===== src/rtl/w2rgb_pkg.sv =====
`default_nettype none
// ---------------------------------------------------------------------------
// w2rgb_pkg
// Shared types, wavelength breakpoints, divisors and the gamma table builder.
// ---------------------------------------------------------------------------
package w2rgb_pkg;

  // wavelength in 1/16 nm, and the width of every divider numerator/divisor
  localparam int unsigned WL_W      = 14;
  localparam int unsigned X_W       = 14;
  localparam int unsigned CH_W      = 8;
  localparam int unsigned N_STAGES  = 8;

  // reciprocal divider: numerators stay below 2^DIV_SHIFT
  localparam int unsigned DIV_SHIFT = 14;
  localparam int unsigned RCP_EXTRA = 6;

  localparam logic [CH_W-1:0] IMAX_RESET = 8'd255;

  // segment starts, 1/16 nm
  localparam logic [WL_W-1:0] WL_380 = 14'd6080;
  localparam logic [WL_W-1:0] WL_420 = 14'd6720;
  localparam logic [WL_W-1:0] WL_440 = 14'd7040;
  localparam logic [WL_W-1:0] WL_490 = 14'd7840;
  localparam logic [WL_W-1:0] WL_510 = 14'd8160;
  localparam logic [WL_W-1:0] WL_580 = 14'd9280;
  localparam logic [WL_W-1:0] WL_645 = 14'd10320;
  localparam logic [WL_W-1:0] WL_700 = 14'd11200;
  localparam logic [WL_W-1:0] WL_780 = 14'd12480;
  localparam logic [WL_W-1:0] WL_850 = 14'd13600;

  // divisors (segment lengths, scaled by 10 for the edge factor)
  localparam logic [X_W-1:0] DEN_FAC_UP = 14'd6400;
  localparam logic [X_W-1:0] DEN_FAC_DN = 14'd12800;
  localparam logic [X_W-1:0] DEN_440    = 14'd960;
  localparam logic [X_W-1:0] DEN_490    = 14'd800;
  localparam logic [X_W-1:0] DEN_510    = 14'd320;
  localparam logic [X_W-1:0] DEN_580    = 14'd1120;
  localparam logic [X_W-1:0] DEN_645    = 14'd1040;

  // 0.3 floor of each edge ramp, in the same scaled units
  localparam logic [X_W-1:0] FAC_UP_BASE = 14'd1920;
  localparam logic [X_W-1:0] FAC_DN_BASE = 14'd3840;
  localparam logic [X_W-1:0] FAC_SLOPE   = 14'd7;

  typedef enum logic [1:0] {
    CH_ZERO,
    CH_ONE,
    CH_RATIO
  } ch_sel_e;

  typedef struct packed {
    ch_sel_e red;
    ch_sel_e green;
    ch_sel_e blue;
  } chan_sel_t;

  // largest g in [0, 2^fb] with (g/2^fb)^5 <= (i/dm1)^4, i.e. floor(2^fb * x^0.8)
  function automatic logic [24:0] gamma_entry(int unsigned i, int unsigned dm1,
                                              int unsigned fb);
    logic [191:0] rhs;
    logic [191:0] lhs;
    logic [31:0]  lo;
    logic [31:0]  hi;
    logic [31:0]  mid;
    rhs = 192'(i);
    for (int k = 0; k < 3; k++) rhs = rhs * 192'(i);
    rhs = rhs << (5 * fb);
    lo  = 32'd0;
    hi  = 32'd1 << fb;
    mid = 32'd0;
    for (int s = 0; s < 27; s++) begin
      if (lo < hi) begin
        mid = lo + ((hi - lo + 32'd1) >> 1);
        lhs = 192'(mid);
        for (int k = 0; k < 4; k++) lhs = lhs * 192'(mid);
        for (int k = 0; k < 4; k++) lhs = lhs * 192'(dm1);
        if (lhs <= rhs) lo = mid;
        else            hi = mid - 32'd1;
      end
    end
    return lo[24:0];
  endfunction

endpackage
`default_nettype wire


===== src/rtl/w2rgb_div.sv =====
`default_nettype none
// ---------------------------------------------------------------------------
// w2rgb_div
// Three-stage constant-divisor ratio: q = floor(x * 2^FB / den), x <= den.
// Reciprocal multiply, back-multiply, then one remainder correction.
// ---------------------------------------------------------------------------
module w2rgb_div import w2rgb_pkg::*; #(
  parameter int unsigned FRACTION_BITS = 16
) (
  input  wire logic                                clk_i,
  input  wire logic [2:0]                          en_i,
  input  wire logic [X_W-1:0]                      x_i,
  input  wire logic [X_W-1:0]                      den_i,
  input  wire logic [FRACTION_BITS+RCP_EXTRA-1:0]  rcp_i,
  output logic      [FRACTION_BITS:0]              q_o
);

  localparam int unsigned RECIP_W = FRACTION_BITS + RCP_EXTRA;
  localparam int unsigned Q_W     = FRACTION_BITS + 1;
  localparam int unsigned PROD_W  = X_W + RECIP_W;
  localparam int unsigned QD_W    = Q_W + X_W;
  localparam int unsigned REM_W   = X_W + FRACTION_BITS + 1;

  logic [PROD_W-1:0] prod_q;
  logic [X_W-1:0]    x_a_q, den_a_q;

  logic [Q_W-1:0]    q0_q;
  logic [QD_W-1:0]   qd_q;
  logic [X_W-1:0]    x_b_q, den_b_q;

  logic [Q_W-1:0]    q0;
  logic [REM_W-1:0]  rem;
  logic [Q_W-1:0]    q_q;

  always_ff @(posedge clk_i) begin
    if (en_i[0]) begin
      prod_q  <= PROD_W'(x_i) * PROD_W'(rcp_i);
      x_a_q   <= x_i;
      den_a_q <= den_i;
    end
  end

  // estimate is low by at most one
  assign q0 = prod_q[DIV_SHIFT +: Q_W];

  always_ff @(posedge clk_i) begin
    if (en_i[1]) begin
      q0_q    <= q0;
      qd_q    <= QD_W'(q0) * QD_W'(den_a_q);
      x_b_q   <= x_a_q;
      den_b_q <= den_a_q;
    end
  end

  assign rem = REM_W'({x_b_q, {FRACTION_BITS{1'b0}}}) - REM_W'(qd_q);

  always_ff @(posedge clk_i) begin
    if (en_i[2]) begin
      q_q <= q0_q + Q_W'(rem >= REM_W'(den_b_q));
    end
  end

  assign q_o = q_q;

endmodule
`default_nettype wire


===== config.mk =====
export PLATFORM = sky130hd
export DESIGN_NAME = w2rgb_div
export DESIGN_NICKNAME = d
export VERILOG_FILES = /design/src/rtl/w2rgb_pkg.sv /design/src/rtl/w2rgb_div.sv
export SDC_FILE = /design/constraint.sdc
export NUM_CORES = 1
export LEC_CHECK = 0
export BUFFER_PORTS_ARGS = -buffer_cell sky130_fd_sc_hd__buf_2
export CAP_MARGIN = 15
export CORE_MARGIN = 3
export CORE_UTILIZATION = 59
export CTS_CLUSTER_SIZE = 40
export DETAILED_ROUTE_END_ITERATION = 7
export GPL_TIMING_DRIVEN = 0
export PLACE_DENSITY = 0.77
export SLEW_MARGIN = 0
export SYNTH_ARGS = -nofsm -noshare
export SYNTH_HDL_FRONTEND = slang
export SYNTH_SLANG_ARGS = --single-unit

===== constraint.sdc =====
create_clock -name clk_i -period 7.1 [get_ports clk_i]
set_input_delay 0.71 -clock clk_i [delete_from_list [all_inputs] [get_ports clk_i]]
set_output_delay 0.71 -clock clk_i [all_outputs]
set_load 0.005 [all_outputs]

==> flow_summary.toml <==
[hold_path]
hp-start = "x_a_q[6]"
whs_endpoint = "x_b_q[6]"
hp-class = "reg -> reg"
hold_depth = 0

[cts]
clock-sinks = 138
cts_buffers = 17
ctsLongestPathBuffers = 2
cts_tree = "built"
worstSkewPairLatency_ns = 0.44
htreeDepth = 4
cts-root-buf = "clkbuf_16"
clk_pin_slew_worst_paths_ns = 0.06

[floorplan]
design.core.area_sq_um = 36900
dieArea_sq_um = 40100
die_y_microns = 200
io_pins = 71
initial_core_util_pct = 60.4
die_w_microns = 200
num_rows = 70

[routing]
vias = 15900
wire_per_inst_microns = 19.7
drcViolationCount = 0
drt-total-wl_microns = 56400
vias_per_cell = 5.56
firstDrtPassIters = 5
first_iter_violations = 1123
ant_nets = 0

[timing]
post-route-period-util_pct = 96.9
hold_violations = 0
slew_viol_final = 0
fin_skew_ns = 0.00691
rsz0062_at_grt = "false"
period_needed_ns = 6.88
max_slew_margin_pct = 28.7
tightestPinTransition_ns = 1.07
fmax_mhz = 145
setup_viol = 0

[worst_setup_path]
cp.required_ns = 7.29
critPathLaunchType = "input port"
r2r-end = "qd_q[24]"
crit_path_start = "x_i[2]"
arrival_ns = 7.07
cp_max_fo = 10
endpoint_kind = "flop"
r2r_slack_ns = 0.27
r2r_cells = 24
critPathKind = "in -> reg"
worstReg2RegStart = "prod_q[21]"

[grt]
grt_pass1_vias = 17500
overflow = 0
grt_usage_pct = 29.3
grt_pass1_wl_microns = 91700
grt_max_degree = 71
antenna_found_initial = 3

[yosys]
seq_area_frac_synth_pct = 18.6
synthMuxAreaShare_pct = 0.0899
synth.distinct_cells = 61
synth_edf_count = 138
synth_compound_area_share_pct = 5.09
avgSynthCellArea_sq_um = 9.82
async_reset_ff_share_pct = 0
syn-cell-area_sq_um = 22300
synthAdderAreaFrac_pct = 47.5
syn_nets = 2925
synth-simple-area-share_pct = 15.8
yosys_warnings = 0
synthFlopType = "edfxtp_1"
ys_seq_elements = 138
synth_xor_area_share_pct = 3.42
synthesis.instances = 2268
synth_top_family_by_area = "adder cells"

[flow_run]
drv_cap = 0

[layout]
layout-drive-gt1-share_pct = 6.43
fin_nets = 3007
synthToLayoutAreaGrowth_pct = 7.66
utilization_pct = 65.0
num_antenna_cells = 0
fillers = 2930

[status]
status = "finished clean"

[placement]
port_buffers = 69
hpwl_microns = 45800
finalWeightedCongestion = 0.957
[how the worst max path moves through the flow]
stage	cells after the start	endpoint
after global placement	24	prod_q[30]
final	23	prod_q[30]
after CTS	22	prod_q[28]
after floorplan	23	prod_q[30]
after detailed placement	24	prod_q[30]
after global routing	22	qd_q[24]
[registers in the layout (all words and copies together) (netlist names)]
register,count
q0_q,17
q_o,17
prod_q,17
den_b_q,14
den_a_q,14
x_b_q,14
qd_q,31
x_a_q,14
[layer usage]
layer / track usage [%] / wire length, microns / vias up
met5: 0 / 0 / -
met4: 9.84 / 1860 / 0
met3: 6.37 / 5160 / 137
met2: 46.7 / 26300 / 687
met1: 40.3 / 23100 / 7989
li1: - / - / 7126
[critical path, cell delays in order]
cell and delay (ns):
buf_2 0.14, clkbuf_2 0.27, and2_1 0.26, fa_1 0.55
inv_1 0.05, fa_1 0.48, inv_1 0.06, fa_1 0.48
fa_1 0.51, fa_1 0.50, inv_1 0.05, fa_1 0.47
inv_1 0.04, ha_1 0.28, and2_1 0.21, a2111oi_4 0.41
a221o_1 0.29, a211oi_2 0.10, nor2_1 0.26, o21ai_0 0.19
o41a_1 0.46, a21oi_1 0.21, xnor2_1 0.08
[cells in the mapped netlist, types with 2 or more instances]
cell,count,share of area [%]
nand4_1,11,0.31
edfxtp_1,138,19
o211ai_1,5,0.17
a21boi_0,2,0.067
o21ai_0,33,0.74
xor2_1,26,1.0
ha_1,198,11
nor4_1,5,0.14
inv_1,480,8.1
nand2b_1,5,0.14
clkbuf_1,82,1.4
o21a_1,8,0.27
and3_1,4,0.11
a221o_1,3,0.13
o31a_1,2,0.079
nand2_1,315,5.3
or3_1,3,0.084
nor2_1,51,0.86
o21bai_1,7,0.24
nor2b_1,7,0.20
a21o_1,20,0.67
or2_2,2,0.056
a21oi_1,53,1.2
and2_1,250,7.0
mux2i_1,2,0.090
fa_1,405,36
a311oi_1,2,0.079
a211o_1,4,0.16
a211oi_1,8,0.27
xnor2_1,61,2.4
o31ai_1,4,0.13
nor3_1,13,0.29
nand3_1,25,0.56
a31oi_1,3,0.084
a2111oi_0,5,0.20
[per-stage QoR]
step	hold WS (ns)	std cells	instance area, sq um	setup slack, ns	setup TNS [ns]
final	0.418	2867	24000	0.219	0
after global routing	0.429	2867	24000	0.00233	0
after CTS	0.424	2867	23900	0.0855	0
after detailed placement	0.408	2842	23300	-0.937	-8.79
after global placement	0.404	2841	23200	-0.823	-7.28
after floorplan	0.400	2268	22300	0.385	0
[placed cells by master (no fill, tap or decap), types with 3 or more instances in the layout]
master        n
a2111oi_0     3
a211o_1       4
a211oi_1      6
a21o_1       20
a21oi_1      52
a221o_1       3
a31oi_1       3
and2_1      250
and3_1        4
buf_2        69
buf_4         8
bufinv_16     3
clkbuf_1     45
clkbuf_16    17
clkbuf_2     23
clkinvlp_4    3
edfxtp_1    138
fa_1        405
ha_1        198
inv_1       480
nand2_1     315
nand2b_1      5
nand3_1      25
nand4_1      11
nor2_1       51
nor2b_1       7
nor3_1       13
nor4_1        5
o211ai_1      5
o21a_1        8
o21ai_0      32
o21bai_1      7
o31ai_1       4
or3_1         3
xnor2_1      61
xor2_1       26
[cell type report]
cell class / instances / area [sq um] / share of cell area [%]
multi-input combinational: 1568 / 16100 / 67.0
sequential: 138 / 4140 / 17.3
inverter: 480 / 1800 / 7.52
tap: 504 / 631 / 2.63
clock buffer: 19 / 433 / 1.81
timing repair buffer: 76 / 433 / 1.81
buffer: 69 / 297 / 1.24
clock inverter: 13 / 168 / 0.700
[repair_timing]
action | 4_1_cts | 5_1_grt
hold buffers | 0 | 0
gates resized for setup | 13 | 51
endpoints found under the setup margin | 15 | 16
pin swaps | 0 | 1
hold endpoints to repair | 0 | 0
setup buffers | 1 | 5
[cells by family after synthesis]
kind of cell / after synthesis
DFF: 138
xor gates and xnor gates: 87
AOI/OAI and AO/OA: 172
adders and majority gates: 603
muxes: 2
buffers and inverters: 562
and+or+nand+nor: 704
Power is not shown: default switching activity piles up to over one toggle a cycle in this logic, so the estimate is an artifact.
