File: src/rtl/w2rgb_pkg.sv
`default_nettype none
// ---------------------------------------------------------------------------
// w2rgb_pkg
// Shared types, wavelength breakpoints, divisors and the gamma table builder.
// ---------------------------------------------------------------------------
package w2rgb_pkg;

  // wavelength in 1/16 nm, and the width of every divider numerator/divisor
  localparam int unsigned WL_W      = 14;
  localparam int unsigned X_W       = 14;
  localparam int unsigned CH_W      = 8;
  localparam int unsigned N_STAGES  = 8;

  // reciprocal divider: numerators stay below 2^DIV_SHIFT
  localparam int unsigned DIV_SHIFT = 14;
  localparam int unsigned RCP_EXTRA = 6;

  localparam logic [CH_W-1:0] IMAX_RESET = 8'd255;

  // segment starts, 1/16 nm
  localparam logic [WL_W-1:0] WL_380 = 14'd6080;
  localparam logic [WL_W-1:0] WL_420 = 14'd6720;
  localparam logic [WL_W-1:0] WL_440 = 14'd7040;
  localparam logic [WL_W-1:0] WL_490 = 14'd7840;
  localparam logic [WL_W-1:0] WL_510 = 14'd8160;
  localparam logic [WL_W-1:0] WL_580 = 14'd9280;
  localparam logic [WL_W-1:0] WL_645 = 14'd10320;
  localparam logic [WL_W-1:0] WL_700 = 14'd11200;
  localparam logic [WL_W-1:0] WL_780 = 14'd12480;
  localparam logic [WL_W-1:0] WL_850 = 14'd13600;

  // divisors (segment lengths, scaled by 10 for the edge factor)
  localparam logic [X_W-1:0] DEN_FAC_UP = 14'd6400;
  localparam logic [X_W-1:0] DEN_FAC_DN = 14'd12800;
  localparam logic [X_W-1:0] DEN_440    = 14'd960;
  localparam logic [X_W-1:0] DEN_490    = 14'd800;
  localparam logic [X_W-1:0] DEN_510    = 14'd320;
  localparam logic [X_W-1:0] DEN_580    = 14'd1120;
  localparam logic [X_W-1:0] DEN_645    = 14'd1040;

  // 0.3 floor of each edge ramp, in the same scaled units
  localparam logic [X_W-1:0] FAC_UP_BASE = 14'd1920;
  localparam logic [X_W-1:0] FAC_DN_BASE = 14'd3840;
  localparam logic [X_W-1:0] FAC_SLOPE   = 14'd7;

  typedef enum logic [1:0] {
    CH_ZERO,
    CH_ONE,
    CH_RATIO
  } ch_sel_e;

  typedef struct packed {
    ch_sel_e red;
    ch_sel_e green;
    ch_sel_e blue;
  } chan_sel_t;

  // largest g in [0, 2^fb] with (g/2^fb)^5 <= (i/dm1)^4, i.e. floor(2^fb * x^0.8)
  function automatic logic [24:0] gamma_entry(int unsigned i, int unsigned dm1,
                                              int unsigned fb);
    logic [191:0] rhs;
    logic [191:0] lhs;
    logic [31:0]  lo;
    logic [31:0]  hi;
    logic [31:0]  mid;
    rhs = 192'(i);
    for (int k = 0; k < 3; k++) rhs = rhs * 192'(i);
    rhs = rhs << (5 * fb);
    lo  = 32'd0;
    hi  = 32'd1 << fb;
    mid = 32'd0;
    for (int s = 0; s < 27; s++) begin
      if (lo < hi) begin
        mid = lo + ((hi - lo + 32'd1) >> 1);
        lhs = 192'(mid);
        for (int k = 0; k < 4; k++) lhs = lhs * 192'(mid);
        for (int k = 0; k < 4; k++) lhs = lhs * 192'(dm1);
        if (lhs <= rhs) lo = mid;
        else            hi = mid - 32'd1;
      end
    end
    return lo[24:0];
  endfunction

endpackage
`default_nettype wire

File: src/rtl/w2rgb_seg.sv
`default_nettype none
// ---------------------------------------------------------------------------
// w2rgb_seg
// Segment decode stage: picks numerators, divisors and reciprocals for the
// edge factor and the one ramping channel, and the mode of each channel.
// ---------------------------------------------------------------------------
module w2rgb_seg import w2rgb_pkg::*; #(
  parameter int unsigned FRACTION_BITS = 16
) (
  input  wire logic                                    clk_i,
  input  wire logic                                    en_i,
  input  wire logic [WL_W-1:0]                         wavelength_i,
  output logic      [X_W-1:0]                          fac_x_o,
  output logic      [X_W-1:0]                          fac_den_o,
  output logic      [FRACTION_BITS+RCP_EXTRA-1:0]      fac_rcp_o,
  output logic      [X_W-1:0]                          ch_x_o,
  output logic      [X_W-1:0]                          ch_den_o,
  output logic      [FRACTION_BITS+RCP_EXTRA-1:0]      ch_rcp_o,
  output chan_sel_t                                    sel_o
);

  localparam int unsigned RECIP_W = FRACTION_BITS + RCP_EXTRA;
  localparam logic [63:0] RCP_NUM = 64'd1 << (FRACTION_BITS + DIV_SHIFT);

  localparam logic [RECIP_W-1:0] RCP_FAC_UP = RECIP_W'(RCP_NUM / 64'(DEN_FAC_UP));
  localparam logic [RECIP_W-1:0] RCP_FAC_DN = RECIP_W'(RCP_NUM / 64'(DEN_FAC_DN));
  localparam logic [RECIP_W-1:0] RCP_440    = RECIP_W'(RCP_NUM / 64'(DEN_440));
  localparam logic [RECIP_W-1:0] RCP_490    = RECIP_W'(RCP_NUM / 64'(DEN_490));
  localparam logic [RECIP_W-1:0] RCP_510    = RECIP_W'(RCP_NUM / 64'(DEN_510));
  localparam logic [RECIP_W-1:0] RCP_580    = RECIP_W'(RCP_NUM / 64'(DEN_580));
  localparam logic [RECIP_W-1:0] RCP_645    = RECIP_W'(RCP_NUM / 64'(DEN_645));

  logic [X_W-1:0]     fac_x_d, fac_den_d, ch_x_d, ch_den_d;
  logic [RECIP_W-1:0] fac_rcp_d, ch_rcp_d;
  chan_sel_t          sel_d;

  logic [X_W-1:0]     fac_x_q, fac_den_q, ch_x_q, ch_den_q;
  logic [RECIP_W-1:0] fac_rcp_q, ch_rcp_q;
  chan_sel_t          sel_q;

  always_comb begin
    fac_x_d   = '0;
    fac_den_d = DEN_FAC_UP;
    fac_rcp_d = RCP_FAC_UP;
    ch_x_d    = '0;
    ch_den_d  = DEN_440;
    ch_rcp_d  = RCP_440;
    sel_d     = '{red: CH_ZERO, green: CH_ZERO, blue: CH_ZERO};

    // outside 380..850 nm the factor stays zero, so all channels go black
    if (wavelength_i >= WL_380 && wavelength_i <= WL_850) begin
      if (wavelength_i < WL_420) begin
        fac_x_d = FAC_UP_BASE + (wavelength_i - WL_380) * FAC_SLOPE;
      end else if (wavelength_i <= WL_700) begin
        fac_x_d = DEN_FAC_UP;  // x == divisor gives exactly one
      end else if (wavelength_i <= WL_780) begin
        fac_x_d   = FAC_DN_BASE + (WL_780 - wavelength_i) * FAC_SLOPE;
        fac_den_d = DEN_FAC_DN;
        fac_rcp_d = RCP_FAC_DN;
      end

      if (wavelength_i < WL_440) begin
        ch_x_d = WL_440 - wavelength_i;
        sel_d  = '{red: CH_RATIO, green: CH_ZERO, blue: CH_ONE};
      end else if (wavelength_i < WL_490) begin
        ch_x_d   = wavelength_i - WL_440;
        ch_den_d = DEN_490;
        ch_rcp_d = RCP_490;
        sel_d    = '{red: CH_ZERO, green: CH_RATIO, blue: CH_ONE};
      end else if (wavelength_i < WL_510) begin
        ch_x_d   = WL_510 - wavelength_i;
        ch_den_d = DEN_510;
        ch_rcp_d = RCP_510;
        sel_d    = '{red: CH_ZERO, green: CH_ONE, blue: CH_RATIO};
      end else if (wavelength_i < WL_580) begin
        ch_x_d   = wavelength_i - WL_510;
        ch_den_d = DEN_580;
        ch_rcp_d = RCP_580;
        sel_d    = '{red: CH_RATIO, green: CH_ONE, blue: CH_ZERO};
      end else if (wavelength_i < WL_645) begin
        ch_x_d   = WL_645 - wavelength_i;
        ch_den_d = DEN_645;
        ch_rcp_d = RCP_645;
        sel_d    = '{red: CH_ONE, green: CH_RATIO, blue: CH_ZERO};
      end else begin
        sel_d = '{red: CH_ONE, green: CH_ZERO, blue: CH_ZERO};
      end
    end
  end

  always_ff @(posedge clk_i) begin
    if (en_i) begin
      fac_x_q   <= fac_x_d;
      fac_den_q <= fac_den_d;
      fac_rcp_q <= fac_rcp_d;
      ch_x_q    <= ch_x_d;
      ch_den_q  <= ch_den_d;
      ch_rcp_q  <= ch_rcp_d;
      sel_q     <= sel_d;
    end
  end

  assign fac_x_o   = fac_x_q;
  assign fac_den_o = fac_den_q;
  assign fac_rcp_o = fac_rcp_q;
  assign ch_x_o    = ch_x_q;
  assign ch_den_o  = ch_den_q;
  assign ch_rcp_o  = ch_rcp_q;
  assign sel_o     = sel_q;

endmodule
`default_nettype wire

File: config.mk
export PLATFORM = sky130hd
export DESIGN_NAME = w2rgb_seg
export DESIGN_NICKNAME = d
export VERILOG_FILES = /design/src/rtl/w2rgb_pkg.sv /design/src/rtl/w2rgb_seg.sv
export SDC_FILE = /design/constraint.sdc
export NUM_CORES = 1
export LEC_CHECK = 0
export ABC_AREA = 1
export BUFFER_PORTS_ARGS = -buffer_cell sky130_fd_sc_hd__clkbuf_2
export CORE_MARGIN = 1.5
export CORE_UTILIZATION = 55
export CTS_CLUSTER_SIZE = 30
export DETAILED_ROUTE_END_ITERATION = 10
export GPL_ROUTABILITY_DRIVEN = 1
export PLACE_DENSITY_LB_ADDON = 0.15
export SLEW_MARGIN = 10
export SYNTH_ARGS = -nofsm -noshare
export SYNTH_HDL_FRONTEND = slang
export SYNTH_SLANG_ARGS = --single-unit
File: constraint.sdc
create_clock -name clk_i -period 12.5 [get_ports clk_i]
set_input_delay 1.875 -clock clk_i [delete_from_list [all_inputs] [get_ports clk_i]]
set_output_delay 1.875 -clock clk_i [all_outputs]
set_load 0.005 [all_outputs]
==> flow_metrics.py, run 1 <==
metrics = {
    "drt": {
        "drc": 0,
        "drtIter0Drc": 464,
        "first_pass_iters": 5,
        "wl_per_cell_um": 15.6,
        "drt_wl_total_um": 15100,
        "via_per_inst": 5.48,
        "ant_nets": 0,
        "vias": 5286,
    },
    "floorplan": {
        "core_area_um2": 10800,
        "die_h_um": 108,
        "std_cell_rows": 38,
        "dieArea_um2": 11600,
        "die_x_um": 108,
        "io_pins": 122,
        "start_util_pct": 56.0,
    },
    "clock_tree": {
        "clk_pin_slew_ns": 0.11,
        "htree_num_levels": 2,
        "cts_resized": 0,
        "cts-root-buf": "clkbuf_8",
        "ctsHoldBuffers": 0,
        "cts_sinks": 51,
        "clock_path_buffers": 2,
        "cts_buffers": 5,
        "cts_tree": "yes",
        "postCtsSetupBuffers": 0,
    },
    "timing": {
        "rsz0062_at_grt": "false",
        "slew_violations": 0,
        "slew_headroom_pct": 51.4,
        "setup_tns_ns": 0,
        "finalCritPeriodShare_pct": 45.6,
        "setup_viol": 0,
        "worstMarginPinSlew_ns": 0.729,
        "fmax_ghz": 0.176,
        "finalHoldViolations": 0,
        "fin_crit_ns": 5.69,
    },
    "yosys": {
        "synth_area_leaders": "edfxtp_1 (25%), ha_1 (13%), nand2_1 (9.5%), buf_4 (7.2%), fa_1 (6.6%)",
        "synth_cell_types": 40,
        "synthFlopType": "edfxtp_1",
        "synth_area_per_cell_um2": 7.90,
        "synth.top_cell.area_share_pct": 25.3,
        "ys_ff_latch": 51,
        "synthesis.area_um2": 6040,
        "synthTopCellsByCount": "nand2_1 (153), inv_1 (103), ha_1 (62)",
        "seq_area_frac_synth_pct": 25.3,
        "synth-async-reset-ratio_pct": 0,
        "synthCells": 765,
        "synth_most_common_cell": "nand2_1",
        "synth_top_area_cell": "edfxtp_1",
        "synth_edf_count": 51,
        "synth.yosys.warnings": 0,
    },
    "hold_path": {
        "min-delay-start": "wavelength_i[1]",
        "hold_depth": 3,
        "hold_end": "ch_x_o[1]",
        "hp-class": "in2reg",
    },
    "setup_path": {
        "timing.critical_path.cells": "clkbuf_2 -> inv_1 -> ha_1 -> nand3_1 -> nand2_2 -> nand3_1 -> xor2_1 -> ha_1 -> fa_1 -> inv_1 -> ha_1 -> inv_1 -> nor3_1 -> nand3_1 -> nand4_1 -> nand3_1 -> a211oi_1",
        "cp_slowest_cell": "fa_1",
        "worst-path-buf-inv": 4,
        "cpLargestDelayFamily": "adder cells",
        "cp-start-kind": "input pin",
        "cp_common_cell": "nand3_1",
        "crit_fanout": 8,
        "cpPeakStageDelay_ns": 0.54,
        "critPathCaptureType": "flop",
        "critPathKind": "in2reg",
        "critPathRequiredTime_ns": 12.66,
        "worstPathArrival_ns": 5.85,
    },
    "grt": {
        "grt_start_max_net_pins": 52,
        "antenna_found_initial": 0,
        "grt_pass1_vias": 4795,
        "grt_remaining_overflow": 0,
        "grt_pass1_wl_um": 23700,
        "grtUsageTotal_pct": 26.2,
    },
    "place": {
        "dp_cells": 956,
        "place.gp.congestion": 1.02,
        "io_buffers": 91,
        "hpwl_um": 12100,
    },
    "cells_and_area": {
        "fin_nets": 921,
        "final_util_pct": 59.0,
        "diodes": 0,
        "final_cells": 964,
        "area_growth_pct": 5.32,
        "drive_above_1_share_pct": 17.8,
    },
    "power_and_ir_drop": {
        "p_leak_nw": 3.18,
        "powerDensity_nw_per_um2": 112,
        "vdd_ir_drop_max_uv": 62.8,
    },
    "run": {
        "max_cap_violations": 0,
    },
    "outcome": {
        "status": "finished clean",
    },
}
-- placed cells by master, fill, tap and decap left out, drive strengths merged, types with 8 or more instances in the layout --
| cell | n |
|---|---|
| ha | 62 |
| a21oi | 40 |
| fa | 20 |
| conb | 30 |
| clkbuf | 96 |
| nor2 | 53 |
| nor3 | 11 |
| nand3 | 59 |
| xor2 | 32 |
| edfxtp | 51 |
| nand4 | 8 |
| nand2 | 161 |
| inv | 112 |
| o21ai | 43 |
| a31oi | 8 |
-- report_power, final --
part	internal (mW)	switching (mW)
registers	0.214	0.00673
logic	0.144	0.244
clock network	0.0417	0.0643
-- sequential cells by signal (all words and copies together), names as in the netlist --
register,flops
sel_o,3
ch_x_o,14
ch_den_o,6
ch_rcp_o,12
fac_x_o,14
fac_den_o,2
-- how the worst max path moves through the flow --
stage	startpoint	end	slack [ns]	cells after the start
final	wavelength_i[0]	fac_x_o[12]	6.81	17
after global routing	wavelength_i[5]	fac_x_o[12]	6.48	17
after CTS	wavelength_i[0]	fac_x_o[12]	6.84	17
after detailed placement	wavelength_i[0]	fac_x_o[12]	6.51	18
after global placement	wavelength_i[0]	fac_x_o[12]	6.57	18
after floorplan	wavelength_i[0]	fac_x_o[12]	7.27	18
-- layout make-up --
class                      count  area [um^2]
sequential                    51         1530
multi-input combinational    562         3680
fill                        1024         4430
timing repair buffer          92          463
inverter                     111          417
tap                          140          175
clock inverter                 3         28.8
clock buffer                   5         68.8
-- per-layer routing --
metal  vias to the layer above  track usage (%)  part of all wire (%)  routed length [um]
met5                         -                0                     0                   0
met2                       236             42.7                    47                7110
met1                      2494             36.3                    44                6610
met4                         0             7.61                   1.8                 278
li1                       2532                -                     -                   -
met3                        24             3.39                   7.2                1080
-- metrics by stage --
stage / worst slack [ns] / hold WS (ns) / instance area (um^2) / total power, mW
2_1_floorplan: 7.27 / 1.99 / 6150 / 0.514
3_3_place_gp: 6.57 / 2.27 / 6270 / 0.598
3_5_place_dp: 6.51 / 2.27 / 6270 / 0.606
4_1_cts: 6.84 / 2.00 / 6360 / 0.712
5_1_grt: 6.48 / 2.04 / 6360 / 0.773
6_report: 6.81 / 2.00 / 6360 / 0.715
-- kinds of logic after synthesis --
group                    synth area share [%]
XOR/XNOR                                 5.65
AND/OR/NAND/NOR                          22.8
flip-flops                               25.3
other                                   0.124
adder cells (fa/ha/maj)                  19.5
buffers and inverters                    15.5
AO/OA/AOI/OAI                            11.1
No activity file was read; power rests on OpenSTA's default activity.
==> run 2: changes to the inputs <==
==> constraint.sdc (replaced) <==
create_clock -name clk_i -period 5.5 [get_ports clk_i]
set_input_delay 0.825 -clock clk_i [delete_from_list [all_inputs] [get_ports clk_i]]
set_output_delay 0.825 -clock clk_i [all_outputs]
set_load 0.005 [all_outputs]
==> run 2 against run 1 <==
Against the previous run:
- highest routed layer unchanged
- critical endpoint unchanged
- hold slack got worse by 1.1 ns
- final area rose by 0.24%
- via count fell by 0.47%
- critical path type unchanged
- first-iteration DRC count fell by 2.2%
- sequential cell count did not move
==> flow_metrics.py, run 2 (synthesized netlist as in run 1, its figures left out) <==
metrics = {
    "outcome": {
        "status": "finished clean",
    },
    "place": {
        "io_buffers": 91,
        "dpl-instance-area_um2": 6280,
        "pre_cts_ws_ns": 0.640,
        "place.gp.congestion": 0.978,
        "hpwl_um": 11700,
        "dp_cells": 958,
    },
    "setup_path": {
        "cp-start-kind": "input pin",
        "cpLargestDelayFamily": "adder cells",
        "worstPathArrival_ns": 4.72,
        "cpPeakStageDelay_ns": 0.53,
        "critPathKind": "in2reg",
        "timing.critical_path.cells": "clkbuf_2 -> inv_1 -> ha_1 -> nand3_1 -> nand2_2 -> nand3_1 -> xor2_1 -> ha_1 -> fa_1 -> inv_1 -> ha_1 -> inv_1 -> nor3_1 -> nand3_1 -> nand4_1 -> nand3_1 -> a211oi_1",
        "critPathCaptureType": "flop",
        "crit_fanout": 12,
        "worst-path-buf-inv": 4,
        "critPathRequiredTime_ns": 5.67,
        "cp_common_cell": "nand3_1",
        "cp_slowest_cell": "fa_1",
        "cp.depth": 17,
    },
    "floorplan": {
        "core_area_um2": 10800,
        "die_h_um": 108,
        "dieArea_um2": 11600,
        "std_cell_rows": 38,
        "io_pins": 122,
        "die_x_um": 108,
        "start_util_pct": 56.0,
    },
    "drt": {
        "ant_nets": 0,
        "drt_wl_total_um": 14600,
        "wl_per_cell_um": 15.1,
        "vias": 5261,
        "first_pass_iters": 6,
        "via_per_inst": 5.45,
        "drtIter0Drc": 454,
        "drc": 0,
    },
    "clock_tree": {
        "clk_pin_slew_ns": 0.11,
        "clock_path_buffers": 2,
        "cts_resized": 0,
        "cts_buffers": 5,
        "htree_num_levels": 2,
        "cts_tree": "yes",
        "postCtsSetupBuffers": 0,
        "ctsHoldBuffers": 0,
        "cts_sinks": 51,
        "cts-root-buf": "clkbuf_8",
    },
    "timing": {
        "fmax_ghz": 0.220,
        "setup_tns_ns": 0,
        "fin_crit_ns": 4.55,
        "whs_ns": 0.952,
        "slew_headroom_pct": 58.0,
        "finalCritPeriodShare_pct": 82.7,
        "rsz0062_at_grt": "false",
        "setup_viol": 0,
        "slew_violations": 0,
        "finalHoldViolations": 0,
        "layout_setup_ws_ns": 0.952,
        "worstMarginPinSlew_ns": 0.629,
    },
    "grt": {
        "antenna_found_initial": 0,
        "grt_start_max_net_pins": 52,
        "grtUsageTotal_pct": 25.3,
        "use_met2_pct": 41.1,
        "grt_pass1_wl_um": 22800,
        "grt_remaining_overflow": 0,
        "grt-busiest-layer": "met2",
        "grtUsageMet3_pct": 2.91,
        "gr-usage-met1_pct": 36.0,
        "grt_pass1_vias": 4555,
    },
    "cells_and_area": {
        "nFillCells": 1000,
        "area_growth_pct": 5.57,
        "fin_area_um2": 6380,
        "final_cells": 966,
        "drive_above_1_share_pct": 18.0,
        "layout_commonest_cell": "nand2_1",
        "fin_nets": 923,
        "diodes": 0,
        "final_cell_mix": "nand2_1 (153), inv_1 (103), clkbuf_2 (91), ha_1 (62), nand3_1 (54)",
    },
    "power_and_ir_drop": {
        "powerDensity_nw_per_um2": 252,
        "vdd_ir_drop_max_uv": 148,
        "p_leak_nw": 3.19,
    },
    "run": {
        "max_cap_violations": 0,
    },
    "hold_path": {
        "hold_depth": 3,
        "hp-class": "in2reg",
    },
}
==> run 2: final timing paths <==
kind / start / to
hold / removal: wavelength_i[1] / ch_x_o[1]
setup / recovery: wavelength_i[5] / fac_x_o[12]
==> run 2: layout make-up <==
cell class	count	area, um^2	share of cell area [%]
clock buffer	5	68.8	1.08
clock inverter	3	28.8	0.451
multi-input combinational	562	3680	57.7
timing repair buffer	94	478	7.49
inverter	111	417	6.53
sequential	51	1530	24.0
tap	140	175	2.75
==> run 2: report_power, final <==
group          leakage, nW  switching (mW)  internal (mW)
combinational         2.65           0.543          0.326
clock               0.0502           0.146         0.0946
sequential           0.493          0.0145          0.486
total                 3.19           0.703          0.907
==> run 2: per-stage QoR <==
stage               utilization, %  power (mW)
floorplan                        -        1.17
global placement              58.2        1.36
detailed placement            58.2        1.37
CTS                           59.1        1.61
global route                  59.1        1.76
finish                        59.1        1.61
==> run 2: per-layer routing <==
metal / part of all wire, % / wire length (um)
met2: 46 / 6740
met3: 8.2 / 1190
met4: 1.2 / 176
met1: 45 / 6510
met5: 0 / 0
==> run 3: changes to the inputs <==
==> constraint.sdc (replaced) <==
create_clock -name clk_i -period 4.35 [get_ports clk_i]
set_input_delay 0.6525 -clock clk_i [delete_from_list [all_inputs] [get_ports clk_i]]
set_output_delay 0.6525 -clock clk_i [all_outputs]
set_load 0.005 [all_outputs]
==> run 3 against run 2 <==
Against the previous run:
- via count is 2.0% higher
- clock-buffer cell count stayed put
- critical path depth stayed put
- highest routed layer unchanged
- clock power is 32% higher
- utilization is 1.7 points higher
- hold slack worse by 0.17 ns
- critical endpoint unchanged
- total power is 30% higher
- sequential power is 27% higher
- wire length is 5.1% higher
- first-iteration DRC count is 13% lower
- sequential cell count stayed put
==> flow_metrics.py, run 3 (synthesized netlist as in run 1, its figures left out) <==
metrics = {
    "floorplan": {
        "io_pins": 122,
        "die_x_um": 108,
        "die_h_um": 108,
        "dieArea_um2": 11600,
        "start_util_pct": 56.0,
        "core_area_um2": 10800,
        "std_cell_rows": 38,
    },
    "hold_path": {
        "hold_depth": 3,
        "min-delay-start": "wavelength_i[1]",
        "hp-class": "in2reg",
        "hold_end": "ch_x_o[1]",
    },
    "clock_tree": {
        "clk_pin_slew_ns": 0.12,
        "cts_resized": 0,
        "htree_num_levels": 2,
        "postCtsSetupBuffers": 0,
        "clock_path_buffers": 2,
        "cts_tree": "yes",
        "cts_buffers": 5,
        "cts-root-buf": "clkbuf_8",
        "cts_sinks": 51,
        "ctsHoldBuffers": 0,
    },
    "setup_path": {
        "worstPathArrival_ns": 4.26,
        "critPathKind": "in2reg",
        "cp_common_cell": "inv_1",
        "critPathCaptureType": "flop",
        "cpPeakStageDelay_ns": 0.54,
        "cpLargestDelayFamily": "adder cells",
        "cp-start-kind": "input pin",
        "cp_slowest_cell": "fa_1",
        "critPathRequiredTime_ns": 4.54,
        "timing.critical_path.cells": "clkbuf_2 -> ha_1 -> inv_1 -> o21ai_0 -> inv_1 -> nand2_1 -> xor2_1 -> ha_1 -> fa_1 -> inv_1 -> ha_1 -> inv_1 -> nor3_1 -> nand3_1 -> nand4_1 -> nand3_1 -> a211oi_1",
        "worst-path-buf-inv": 5,
        "crit_fanout": 12,
    },
    "grt": {
        "grt_start_max_net_pins": 52,
        "grt_pass1_vias": 4920,
        "grt_pass1_wl_um": 24400,
        "antenna_found_initial": 0,
        "grtUsageTotal_pct": 27.1,
        "grt_remaining_overflow": 0,
    },
    "power_and_ir_drop": {
        "p_leak_nw": 3.31,
        "powerDensity_nw_per_um2": 319,
        "finalPower_mw": 2.09,
        "vdd_ir_drop_max_uv": 155,
    },
    "cells_and_area": {
        "final_cells": 991,
        "fin_area_um2": 6570,
        "diodes": 0,
        "final_util_pct": 60.8,
        "layout_commonest_cell": "nand2_1",
        "fin_nets": 948,
        "drive_above_1_share_pct": 20.4,
        "area_growth_pct": 8.68,
        "final_cell_mix": "nand2_1 (153), inv_1 (103), clkbuf_2 (91), ha_1 (62), nand3_1 (54)",
    },
    "timing": {
        "fmax_ghz": 0.246,
        "rsz0062_at_grt": "false",
        "slew_violations": 0,
        "fin_crit_ns": 4.07,
        "worstMarginPinSlew_ns": 0.655,
        "finalCritPeriodShare_pct": 93.6,
        "setup_viol": 0,
        "finalHoldViolations": 0,
        "setup_tns_ns": 0,
        "slew_headroom_pct": 56.3,
    },
    "drt": {
        "drt_wl_total_um": 15400,
        "wl_per_cell_um": 15.5,
        "drtIter0Drc": 397,
        "ant_nets": 0,
        "wl_met1_um": 7020,
        "first_pass_iters": 5,
        "vias": 5365,
        "maxUsedRoutingLayer": "met4",
        "dr_wl_met2_um": 6930,
        "dr_wl_met3_um": 1110,
        "drc": 0,
        "via_per_inst": 5.41,
    },
    "place": {
        "hpwl_um": 12400,
        "dp_cells": 983,
        "place.gp.congestion": 0.954,
        "io_buffers": 91,
        "dpl-instance-area_um2": 6470,
    },
    "outcome": {
        "status": "finished clean",
    },
    "run": {
        "max_cap_violations": 0,
    },
}
run 3: cell count changes in the layout (fill, tap and decap cells not counted):
cell   previous run  this run
buf_4             3        28
run 3: worst max-delay path by stage:
| stage | end | cells after the start | slack (ns) | start |
|---|---|---|---|---|
| 2_1_floorplan | fac_x_o[12] | 18 | 0.34 | wavelength_i[0] |
| 3_3_place_gp | fac_x_o[8] | 19 | 0.08 | wavelength_i[4] |
| 3_5_place_dp | fac_x_o[12] | 17 | 0.02 | wavelength_i[1] |
| 4_1_cts | fac_x_o[12] | 17 | 0.36 | wavelength_i[7] |
| 5_1_grt | fac_x_o[12] | 18 | 0.05 | wavelength_i[1] |
| 6_report | fac_x_o[12] | 17 | 0.28 | wavelength_i[7] |
run 3: report_power, final:
part           internal [mW]  switching [mW]  total (mW)  leakage, nW
logic                  0.437           0.709        1.15         2.77
registers              0.614          0.0185       0.633        0.493
clock network          0.120           0.196       0.316       0.0502
total                   1.17           0.923        2.09         3.31
run 3: cell type report:
class                           instances  area, um^2
Sequential cell                        51        1530
Clock buffer                            5        68.8
Clock inverter                          3        28.8
Multi-Input combinational cell        562        3680
Timing Repair Buffer                  119         666
Inverter                              111         417
Fill cell                            1013        4230
Tap cell                              140         175
run 3: routing by layer:
| metal | track usage (%) | up-vias |
|---|---|---|
| li1 | - | 2587 |
| met1 | 38.2 | 2485 |
| met2 | 43.1 | 263 |
| met3 | 3.63 | 30 |
| met4 | 8.36 | 0 |
| met5 | 0 | - |
run 3: metrics by stage:
stage,setup WS [ns],hold WS [ns]
finish,0.277,0.784
global route,0.0538,0.827
CTS,0.363,0.777
detailed placement,0.0240,1.05
global placement,0.0788,1.05
floorplan,0.345,0.765
